==> src/rtl/llct_pkg.sv <==
// Shared types, codes and limits of the log line column tokenizer.
// Used by log_line_column_tokenizer; depends on nothing else.
package llct_pkg;

  // Longest line in bytes; a byte at this position or beyond fails the line
  localparam int unsigned MaxLine = 4096;

  localparam int unsigned OffW = 13;
  localparam int unsigned ColW = 4;

  // Character codes the tokenizer looks for
  localparam logic [7:0] ChLf    = 8'h0A;
  localparam logic [7:0] ChSpace = 8'h20;
  localparam logic [7:0] ChDot   = 8'h2E;
  localparam logic [7:0] ChMinus = 8'h2D;
  localparam logic [7:0] ChQuote = 8'h22;
  localparam logic [7:0] ChCase  = 8'h20;

  typedef enum logic [1:0] {
    EvStart = 2'd0,
    EvEnd   = 2'd1,
    EvOk    = 2'd2,
    EvFail  = 2'd3
  } event_kind_e;

  // Parser states, one-hot
  typedef enum logic [21:0] {
    StStart   = 22'h000001,
    StCol1    = 22'h000002,
    StCol2    = 22'h000004,
    StCol3    = 22'h000008,
    StCol4    = 22'h000010,
    StQ5      = 22'h000020,
    StSp6     = 22'h000040,
    StCol6    = 22'h000080,
    StCol7    = 22'h000100,
    StCol8    = 22'h000200,
    StQ9      = 22'h000400,
    StSp10    = 22'h000800,
    StCol10   = 22'h001000,
    StQ11     = 22'h002000,
    StSp12    = 22'h004000,
    StQ12     = 22'h008000,
    StSp13    = 22'h010000,
    StQ13     = 22'h020000,
    StSp14    = 22'h040000,
    StQ14     = 22'h080000,
    StDone    = 22'h100000,
    StDiscard = 22'h200000
  } parse_state_e;

  typedef struct packed {
    logic              last;
    logic [OffW-1:0]   offset;
    logic [ColW-1:0]   column;
    event_kind_e       kind;
  } result_t;

  // Build one result entry
  function automatic result_t mk_res(event_kind_e kind, logic [ColW-1:0] col,
                                     logic [OffW-1:0] off);
    result_t r;
    r.kind   = kind;
    r.column = col;
    r.offset = off;
    r.last   = 1'b0;
    return r;
  endfunction

endpackage

==> src/rtl/log_line_column_tokenizer.sv <==
// Log line column tokenizer: one byte per input item, column boundary events out.
// Depends on llct_pkg.
//
// Each accepted byte advances the one-hot column parser and
// loads the up to three results it causes (column start/end events, then the
// ok/fail verdict on the end-of-line byte) into a three-entry output register.
// The output side drains that register one result per cycle while m_axis_tready_i
// is high; bytes that cause zero or one result stream at one byte per cycle
// when the output does not stall, and the next byte is taken in the same cycle
// the last pending result leaves. A line feed in mid-line or a byte at offset
// 4096 or beyond yields a fail verdict and the rest of the line is dropped up
// to its end-of-line byte. Output tdata: event kind, column (0 for verdicts),
// 13-bit byte offset; tlast marks the last result of a byte.
module log_line_column_tokenizer (
  input  logic        clk_i,
  input  logic        rst_ni,
  input  logic        s_axis_tvalid_i,
  output logic        s_axis_tready_o,
  input  logic [7:0]  s_axis_tdata_i,   // [7:0] data_byte
  input  logic        s_axis_tlast_i,   // end_of_line
  output logic        m_axis_tvalid_o,
  input  logic        m_axis_tready_i,
  output logic [23:0] m_axis_tdata_o,   // [1:0] event_kind, [5:2] column, [18:6] offset
  output logic        m_axis_tlast_o    // last_of_run
);

  localparam int unsigned OffW = llct_pkg::OffW;

  llct_pkg::parse_state_e state_q, state_d, nxt_st;
  logic [OffW-1:0]        pos_q, pos_d;
  llct_pkg::result_t      slot_q [3];
  llct_pkg::result_t      slot_d [3];
  logic [1:0]             rem_q, rem_d;

  logic [7:0]      c;
  logic            eol;
  logic            is_digit, is_letter, is_upper, is_blank, is_quote, is_dot, is_lf;
  logic [7:0]      lower;
  logic [OffW-1:0] pos_inc, pos_dec;
  logic [1:0]      t_cnt;
  llct_pkg::result_t ev_a, ev_b, verdict;
  llct_pkg::result_t new_slot [3];
  logic [1:0]      new_cnt;
  logic            fail_now;
  logic            load, pop;

  assign c   = s_axis_tdata_i;
  assign eol = s_axis_tlast_i;

  // Character classes
  assign lower     = c | llct_pkg::ChCase;
  assign is_digit  = (c >= 8'h30) && (c <= 8'h39);
  assign is_letter = (lower >= 8'h61) && (lower <= 8'h7A);
  assign is_upper  = (c >= 8'h41) && (c <= 8'h5A);
  assign is_blank  = (c == llct_pkg::ChSpace);
  assign is_quote  = (c == llct_pkg::ChQuote);
  assign is_dot    = (c == llct_pkg::ChDot);
  assign is_lf     = (c == llct_pkg::ChLf);

  assign pos_inc = pos_q + OffW'(1);
  assign pos_dec = pos_q - OffW'(1);

  // Handshakes: take a byte once the pending results are gone or leaving
  assign s_axis_tready_o = (rem_q == 2'd0) || ((rem_q == 2'd1) && m_axis_tready_i);
  assign load            = s_axis_tvalid_i && s_axis_tready_o;
  assign m_axis_tvalid_o = (rem_q != 2'd0);
  assign pop             = m_axis_tvalid_o && m_axis_tready_i;

  // Column parser transition
  always_comb begin
    nxt_st = state_q;
    t_cnt  = 2'd0;
    ev_a   = '0;
    ev_b   = '0;
    unique case (state_q)
      llct_pkg::StStart: begin
        ev_a   = llct_pkg::mk_res(llct_pkg::EvStart, 4'd1, pos_q);
        t_cnt  = 2'd1;
        nxt_st = llct_pkg::StCol1;
      end
      llct_pkg::StCol1: begin
        if (!is_digit && is_blank) begin
          ev_a   = llct_pkg::mk_res(llct_pkg::EvEnd, 4'd1, pos_q);
          ev_b   = llct_pkg::mk_res(llct_pkg::EvStart, 4'd2, pos_inc);
          t_cnt  = 2'd2;
          nxt_st = llct_pkg::StCol2;
        end
      end
      llct_pkg::StCol2: begin
        if (!is_letter && is_blank) begin
          ev_a   = llct_pkg::mk_res(llct_pkg::EvEnd, 4'd2, pos_q);
          ev_b   = llct_pkg::mk_res(llct_pkg::EvStart, 4'd3, pos_inc);
          t_cnt  = 2'd2;
          nxt_st = llct_pkg::StCol3;
        end
      end
      llct_pkg::StCol3: begin
        if (is_blank) begin
          ev_a   = llct_pkg::mk_res(llct_pkg::EvEnd, 4'd3, pos_q);
          ev_b   = llct_pkg::mk_res(llct_pkg::EvStart, 4'd4, pos_inc);
          t_cnt  = 2'd2;
          nxt_st = llct_pkg::StCol4;
        end
      end
      llct_pkg::StCol4: begin
        if (is_quote) begin
          ev_a   = llct_pkg::mk_res(llct_pkg::EvEnd, 4'd4, pos_dec);
          ev_b   = llct_pkg::mk_res(llct_pkg::EvStart, 4'd5, pos_q);
          t_cnt  = 2'd2;
          nxt_st = llct_pkg::StQ5;
        end
      end
      llct_pkg::StQ5: begin
        if (is_quote) begin
          ev_a   = llct_pkg::mk_res(llct_pkg::EvEnd, 4'd5, pos_inc);
          t_cnt  = 2'd1;
          nxt_st = llct_pkg::StSp6;
        end
      end
      llct_pkg::StSp6: begin
        if (!is_blank) begin
          ev_a   = llct_pkg::mk_res(llct_pkg::EvStart, 4'd6, pos_q);
          t_cnt  = 2'd1;
          nxt_st = llct_pkg::StCol6;
        end
      end
      llct_pkg::StCol6: begin
        if (!(is_letter || is_dot) && is_blank) begin
          ev_a   = llct_pkg::mk_res(llct_pkg::EvEnd, 4'd6, pos_q);
          ev_b   = llct_pkg::mk_res(llct_pkg::EvStart, 4'd7, pos_inc);
          t_cnt  = 2'd2;
          nxt_st = llct_pkg::StCol7;
        end
      end
      llct_pkg::StCol7: begin
        if (is_blank) begin
          ev_a   = llct_pkg::mk_res(llct_pkg::EvEnd, 4'd7, pos_q);
          ev_b   = llct_pkg::mk_res(llct_pkg::EvStart, 4'd8, pos_inc);
          t_cnt  = 2'd2;
          nxt_st = llct_pkg::StCol8;
        end
      end
      llct_pkg::StCol8: begin
        // an upper-case letter or a space is never a quote
        if (!is_upper && is_quote) begin
          ev_a   = llct_pkg::mk_res(llct_pkg::EvEnd, 4'd8, pos_dec);
          ev_b   = llct_pkg::mk_res(llct_pkg::EvStart, 4'd9, pos_q);
          t_cnt  = 2'd2;
          nxt_st = llct_pkg::StQ9;
        end
      end
      llct_pkg::StQ9: begin
        if (is_quote) begin
          ev_a   = llct_pkg::mk_res(llct_pkg::EvEnd, 4'd9, pos_inc);
          t_cnt  = 2'd1;
          nxt_st = llct_pkg::StSp10;
        end
      end
      llct_pkg::StSp10: begin
        if (!is_blank) begin
          ev_a   = llct_pkg::mk_res(llct_pkg::EvStart, 4'd10, pos_q);
          t_cnt  = 2'd1;
          nxt_st = llct_pkg::StCol10;
        end
      end
      llct_pkg::StCol10: begin
        if (!is_digit && is_quote) begin
          ev_a   = llct_pkg::mk_res(llct_pkg::EvEnd, 4'd10, pos_q);
          ev_b   = llct_pkg::mk_res(llct_pkg::EvStart, 4'd11, pos_q);
          t_cnt  = 2'd2;
          nxt_st = llct_pkg::StQ11;
        end
      end
      llct_pkg::StQ11: begin
        if (is_quote) begin
          ev_a   = llct_pkg::mk_res(llct_pkg::EvEnd, 4'd11, pos_inc);
          t_cnt  = 2'd1;
          nxt_st = llct_pkg::StSp12;
        end
      end
      llct_pkg::StSp12: begin
        if (!is_blank) begin
          ev_a   = llct_pkg::mk_res(llct_pkg::EvStart, 4'd12, pos_q);
          t_cnt  = 2'd1;
          nxt_st = llct_pkg::StQ12;
        end
      end
      llct_pkg::StQ12: begin
        if (is_quote) begin
          ev_a   = llct_pkg::mk_res(llct_pkg::EvEnd, 4'd12, pos_inc);
          t_cnt  = 2'd1;
          nxt_st = llct_pkg::StSp13;
        end
      end
      llct_pkg::StSp13: begin
        if (!is_blank) begin
          ev_a   = llct_pkg::mk_res(llct_pkg::EvStart, 4'd13, pos_q);
          t_cnt  = 2'd1;
          nxt_st = llct_pkg::StQ13;
        end
      end
      llct_pkg::StQ13: begin
        if (is_quote) begin
          ev_a   = llct_pkg::mk_res(llct_pkg::EvEnd, 4'd13, pos_inc);
          t_cnt  = 2'd1;
          nxt_st = llct_pkg::StSp14;
        end
      end
      llct_pkg::StSp14: begin
        if (!is_blank) begin
          ev_a   = llct_pkg::mk_res(llct_pkg::EvStart, 4'd14, pos_q);
          t_cnt  = 2'd1;
          nxt_st = llct_pkg::StQ14;
        end
      end
      llct_pkg::StQ14: begin
        if (is_quote) begin
          ev_a   = llct_pkg::mk_res(llct_pkg::EvEnd, 4'd14, pos_inc);
          t_cnt  = 2'd1;
          nxt_st = llct_pkg::StDone;
        end
      end
      llct_pkg::StDone, llct_pkg::StDiscard: begin
        nxt_st = state_q;
      end
      default: begin
        nxt_st = state_q;
      end
    endcase
  end

  // Early fail: line too long, or a line feed inside the line
  assign fail_now = (32'(pos_q) >= llct_pkg::MaxLine) ||
                    (is_lf && (state_q != llct_pkg::StStart) &&
                     (state_q != llct_pkg::StDone));

  // Assemble the results of this byte: events first, verdict last
  always_comb begin
    verdict = llct_pkg::mk_res((nxt_st == llct_pkg::StDone) ? llct_pkg::EvOk
                                                             : llct_pkg::EvFail,
                               4'd0, pos_q);
    state_d = state_q;
    pos_d   = pos_q;
    if (state_q == llct_pkg::StDiscard) begin
      new_cnt = 2'd0;
      new_slot[0] = verdict;
      new_slot[1] = verdict;
      new_slot[2] = verdict;
      if (eol) begin
        state_d = llct_pkg::StStart;
        pos_d   = '0;
      end
    end else if (fail_now) begin
      new_cnt = 2'd1;
      new_slot[0] = llct_pkg::mk_res(llct_pkg::EvFail, 4'd0, pos_q);
      new_slot[1] = new_slot[0];
      new_slot[2] = new_slot[0];
      if (eol) begin
        state_d = llct_pkg::StStart;
        pos_d   = '0;
      end else begin
        state_d = llct_pkg::StDiscard;
      end
    end else begin
      new_cnt = t_cnt + {1'b0, eol};
      new_slot[0] = (t_cnt > 2'd0) ? ev_a : verdict;
      new_slot[1] = (t_cnt > 2'd1) ? ev_b : verdict;
      new_slot[2] = verdict;
      if (eol) begin
        state_d = llct_pkg::StStart;
        pos_d   = '0;
      end else begin
        state_d = nxt_st;
        pos_d   = pos_inc;
      end
    end
    // mark the last result of this byte
    for (int i = 0; i < 3; i++) begin
      new_slot[i].last = (2'(i + 1) == new_cnt);
    end
  end

  // Load the output register on a new byte, else shift out one result
  always_comb begin
    rem_d     = rem_q;
    slot_d[0] = slot_q[0];
    slot_d[1] = slot_q[1];
    slot_d[2] = slot_q[2];
    if (load) begin
      rem_d     = new_cnt;
      slot_d[0] = new_slot[0];
      slot_d[1] = new_slot[1];
      slot_d[2] = new_slot[2];
    end else if (pop) begin
      rem_d     = rem_q - 2'd1;
      slot_d[0] = slot_q[1];
      slot_d[1] = slot_q[2];
    end
  end

  // Control state
  always_ff @(posedge clk_i or negedge rst_ni) begin
    if (!rst_ni) begin
      state_q <= llct_pkg::StStart;
      pos_q   <= '0;
      rem_q   <= 2'd0;
    end else begin
      rem_q <= rem_d;
      if (load) begin
        state_q <= state_d;
        pos_q   <= pos_d;
      end
    end
  end

  // Result payload
  always_ff @(posedge clk_i) begin
    slot_q[0] <= slot_d[0];
    slot_q[1] <= slot_d[1];
    slot_q[2] <= slot_d[2];
  end

  assign m_axis_tdata_o = {5'd0, slot_q[0].offset, slot_q[0].column, slot_q[0].kind};
  assign m_axis_tlast_o = slot_q[0].last;

endmodule
==> config.mk <==
export PLATFORM = sky130hd
export DESIGN_NAME = log_line_column_tokenizer
export DESIGN_NICKNAME = d
export VERILOG_FILES = /design/src/rtl/llct_pkg.sv /design/src/rtl/log_line_column_tokenizer.sv
export SDC_FILE = /design/constraint.sdc
export NUM_CORES = 1
export LEC_CHECK = 0
export ABC_CLOCK_PERIOD_IN_PS = 7900
export BUFFER_PORTS_ARGS = -buffer_cell sky130_fd_sc_hd__clkbuf_2
export CAP_MARGIN = 20
export CORE_AREA = 2 2 119 121
export DETAILED_ROUTE_END_ITERATION = 10
export DIE_AREA = 0 0 121 123
export PLACE_DENSITY_LB_ADDON = 0.05
export REMOVE_ABC_BUFFERS = 1
export SYNTH_ARGS = -nofsm -noshare
export SYNTH_HDL_FRONTEND = slang
export SYNTH_SLANG_ARGS = --single-unit
==> constraint.sdc <==
create_clock -name clk_i -period 7.9 [get_ports clk_i]
set_input_delay 1.58 -clock clk_i [delete_from_list [all_inputs] [get_ports clk_i]]
set_output_delay 1.58 -clock clk_i [all_outputs]
set_load 0.05 [all_outputs]
==> results.md <==
- Placer Congestion: 0.988
- Sequential fraction of design power: 36.1%
- Vias in the first global route: 6,003
- Root Buffer: clkbuf_16
- DR DRC count: 0
- Post-cts resize count: 0
- CP most frequent cell: o21ai_0
- RR Startpoint: state_q[13]
- Pwr dens: 287 nW/um^2
- Slowest CP cell: nor4b_1
- PortBufs: 34
- Worst-Margin Slew: 1.12 ns
- Setup Fix Bufs, Post-CTS: 0
- WP data arrival: 5.64 ns
- Post-synth ARST share: 40.2%
- Int Power: 1.10 mW
- Max clock buf depth: 2
- Top cells by area, synth: edfxtp_1 (25%), dfrtp_1 (14%), nand2_1 (5.1%)
- ANT cells: 0
- Total wire length: 23,000 um
- CTS Sinks: 92
- Crit path largest cell delay: 0.80 ns
- Reg2reg setup slack: 2.92 ns
- Clk network pwr share: 21.5%
- Critical Path Source Type: primary input
- ANT nets after route: 0
- # rows: 43
- Die Wd: 121 um
- First-pass GRT wire length: 34,700 um
- Top delay family on crit path: simple AND/OR/NAND/NOR gates
- Post-synthesis sequential area ratio: 39.0%
- Nets: 787
- Final Cycle Share: 70.3%
- Final setup fails: 0
- Peak supply drop: 0.000110 V
- Vias per cell: 6.69
- Initial Utilization: 48.6%
- Io pins: 40
- Post-synth EDFFs: 55
- Synthesized area: 6610 um^2
- Synth Area per Inst: 8.36 um^2
- Cell Chain, Critical Path: clkbuf_2 > nor4b_1 > nand3_1 > o21ai_0 > o21ai_0 > or3_4 > nor2_4 > nand4_1 > a221oi_1 > nor2_1
- Setup CP Type: primary input to flop
- DRT Pass-1 Iters: 7
- Initial antenna violation count: 0
- Layout area overhead: 5.39%
- Post-DP HPWL: 16,600 um
- Share of cells above drive strength 1: 12.1%
- Worst skew pair latency: 0.35 ns
- Sw frac: 45.1%
- Cell taking the most area after synthesis: edfxtp_1
- Lkg Pwr: 2.76 nW
- Setup tns final: 0 ns
- Total vias in the final route: 6,384
- CTS tree: done
- NetSw: 0.904 mW
- Final Max Tran Viols: 0
- Comb pwr share: 42.4%
- Max-slew headroom at the worst pin: 25.0%
- Yosys Warn Count: 0
- Minimum clock period: 5.55 ns
- Register bit total from synthesis: 92
- CP startpoint: s_axis_tdata_i[2]
- FF-to-FF path depth: 10
- Util after Layout: 51.2%
- Synth unique cells: 76
- Clock Skews: 0.0110 ns
- CTS clk-pin slew, worst paths: 0.07 ns
- Area share of the largest cell type after synthesis: 25.0%
- 1st-iter DRT viols: 990
- Max_cap viols: 0
- H-tree depth: 3
- Ys flop type: edfxtp_1
- HP Class: flop to flop
- CP bufs+invs: 1
- Core Box Area: 13,600 um^2
- CP Data Required Time: 7.99 ns
- Total Power: 2.00 mW
- RSZ-0062 raised after global routing: false
- Critical path depth: 10
- Cell count after synthesis: 791
- Final hold violation count: 0
- CTS buffer count: 9
- Pin count of the biggest net entering global routing: 56
- Wirelength per Cell: 24.1 um
- F_max: 180 MHz
- Commonest non-fill, non-tap cell in the layout: nand2_1
- Reg-to-reg endpoint: slot_q[0][16]
- Critical-path maximum fanout: 18
- CP Capture Type: flop
- Total track usage: 31.0%
- CTS Hold Bufs: 0
- Status: completed
- Most frequent cells in the layout: nand2_1 (89), nor2_1 (85), o21ai_0 (66), edfxtp_1 (55), a21oi_1 (46)
- Grt ovf: 0
- Die Y: 123 um
- Die area: 14,900 um^2
- CP Capture Point: slot_q[0][16]
how the worst min path moves through the flow:
| stage | to | cells past startpoint | slack [ns] | startpoint |
|---|---|---|---|---|
| 6_report | slot_q[0][5] | 2 | 0.53 | slot_q[0][25] |
| 5_1_grt | slot_q[0][26] | 1 | 0.56 | slot_q[0][46] |
| 4_1_cts | slot_q[0][5] | 2 | 0.53 | slot_q[0][25] |
| 3_5_place_dp | slot_q[0][5] | 2 | 0.51 | slot_q[0][25] |
| 3_3_place_gp | slot_q[0][4] | 2 | 0.50 | slot_q[0][24] |
| 2_1_floorplan | slot_q[0][3] | 2 | 0.48 | slot_q[0][23] |
sequential cells by signal, summed over array words and instances (netlist names):
name     cells
state_q     22
pos_q       13
slot_q      55
rem_q        2
worst reg2reg max path: stages (launching register included):
cell,delay (ns)
dfrtp_1,0.55
nor4_2,0.81
nand3_1,0.43
or3_1,0.59
nand4_2,0.17
o31ai_1,0.17
or3_4,0.46
nor2_4,0.39
nand4_1,0.60
a221oi_1,0.48
nor2_1,0.08
metal layers:
layer	up-vias	track usage, %	share of wire, %
met2	366	53.7	49
met4	0	13.7	4.3
met5	-	0	0
met3	77	4.89	7.2
met1	3049	38.2	39
li1	2892	-	-
Yosys cell counts (15+ instances only):
master / number
nand2_1: 90
nor2_1: 85
o21ai_0: 66
edfxtp_1: 55
clkbuf_1: 49
a21oi_1: 46
dfrtp_1: 36
nand3_1: 32
nor3_1: 29
buf_4: 24
nand4_1: 15
metrics by stage:
stage               hold slack, ns  setup WS [ns]  std cells  area, um^2
floorplan                    0.484           2.34        710        6180
global placement             0.499           2.31        938        6690
detailed placement           0.512           2.02        938        6690
CTS                          0.530           2.37        954        6970
global route                 0.556           1.82        954        6970
finish                       0.531           2.35        954        6970
cell families after synthesis:
logic type | after synthesis | synth area share [%]
fa+ha+maj | 5 | 0.946
other cells | 1 | 0.0567
simple gates | 351 | 27.6
xor+xnor | 20 | 2.65
flops | 92 | 39.0
buf+inv | 97 | 7.47
compound gates | 223 | 22.0
mux | 2 | 0.303
power groups by stage:
stage / sequential [mW] / clock (mW) / combinational [mW]
4_1_cts: 0.724 / 0.428 / 0.842
3_5_place_dp: 0.733 / 0 / 0.840
6_report: 0.723 / 0.430 / 0.850
3_3_place_gp: 0.728 / 0 / 0.838
5_1_grt: 0.735 / 0.446 / 0.917
2_1_floorplan: 0.856 / 0 / 0.461
cell type report:
cell class	count	area, um^2
timing repair buffer	48	275
inverter	12	45.0
fill	1310	6640
multi-input combinational	606	3560
clock buffer	10	229
sequential	92	2580
clock inverter	6	55.1
tap	180	225
(Power assumes the default switching activity.)
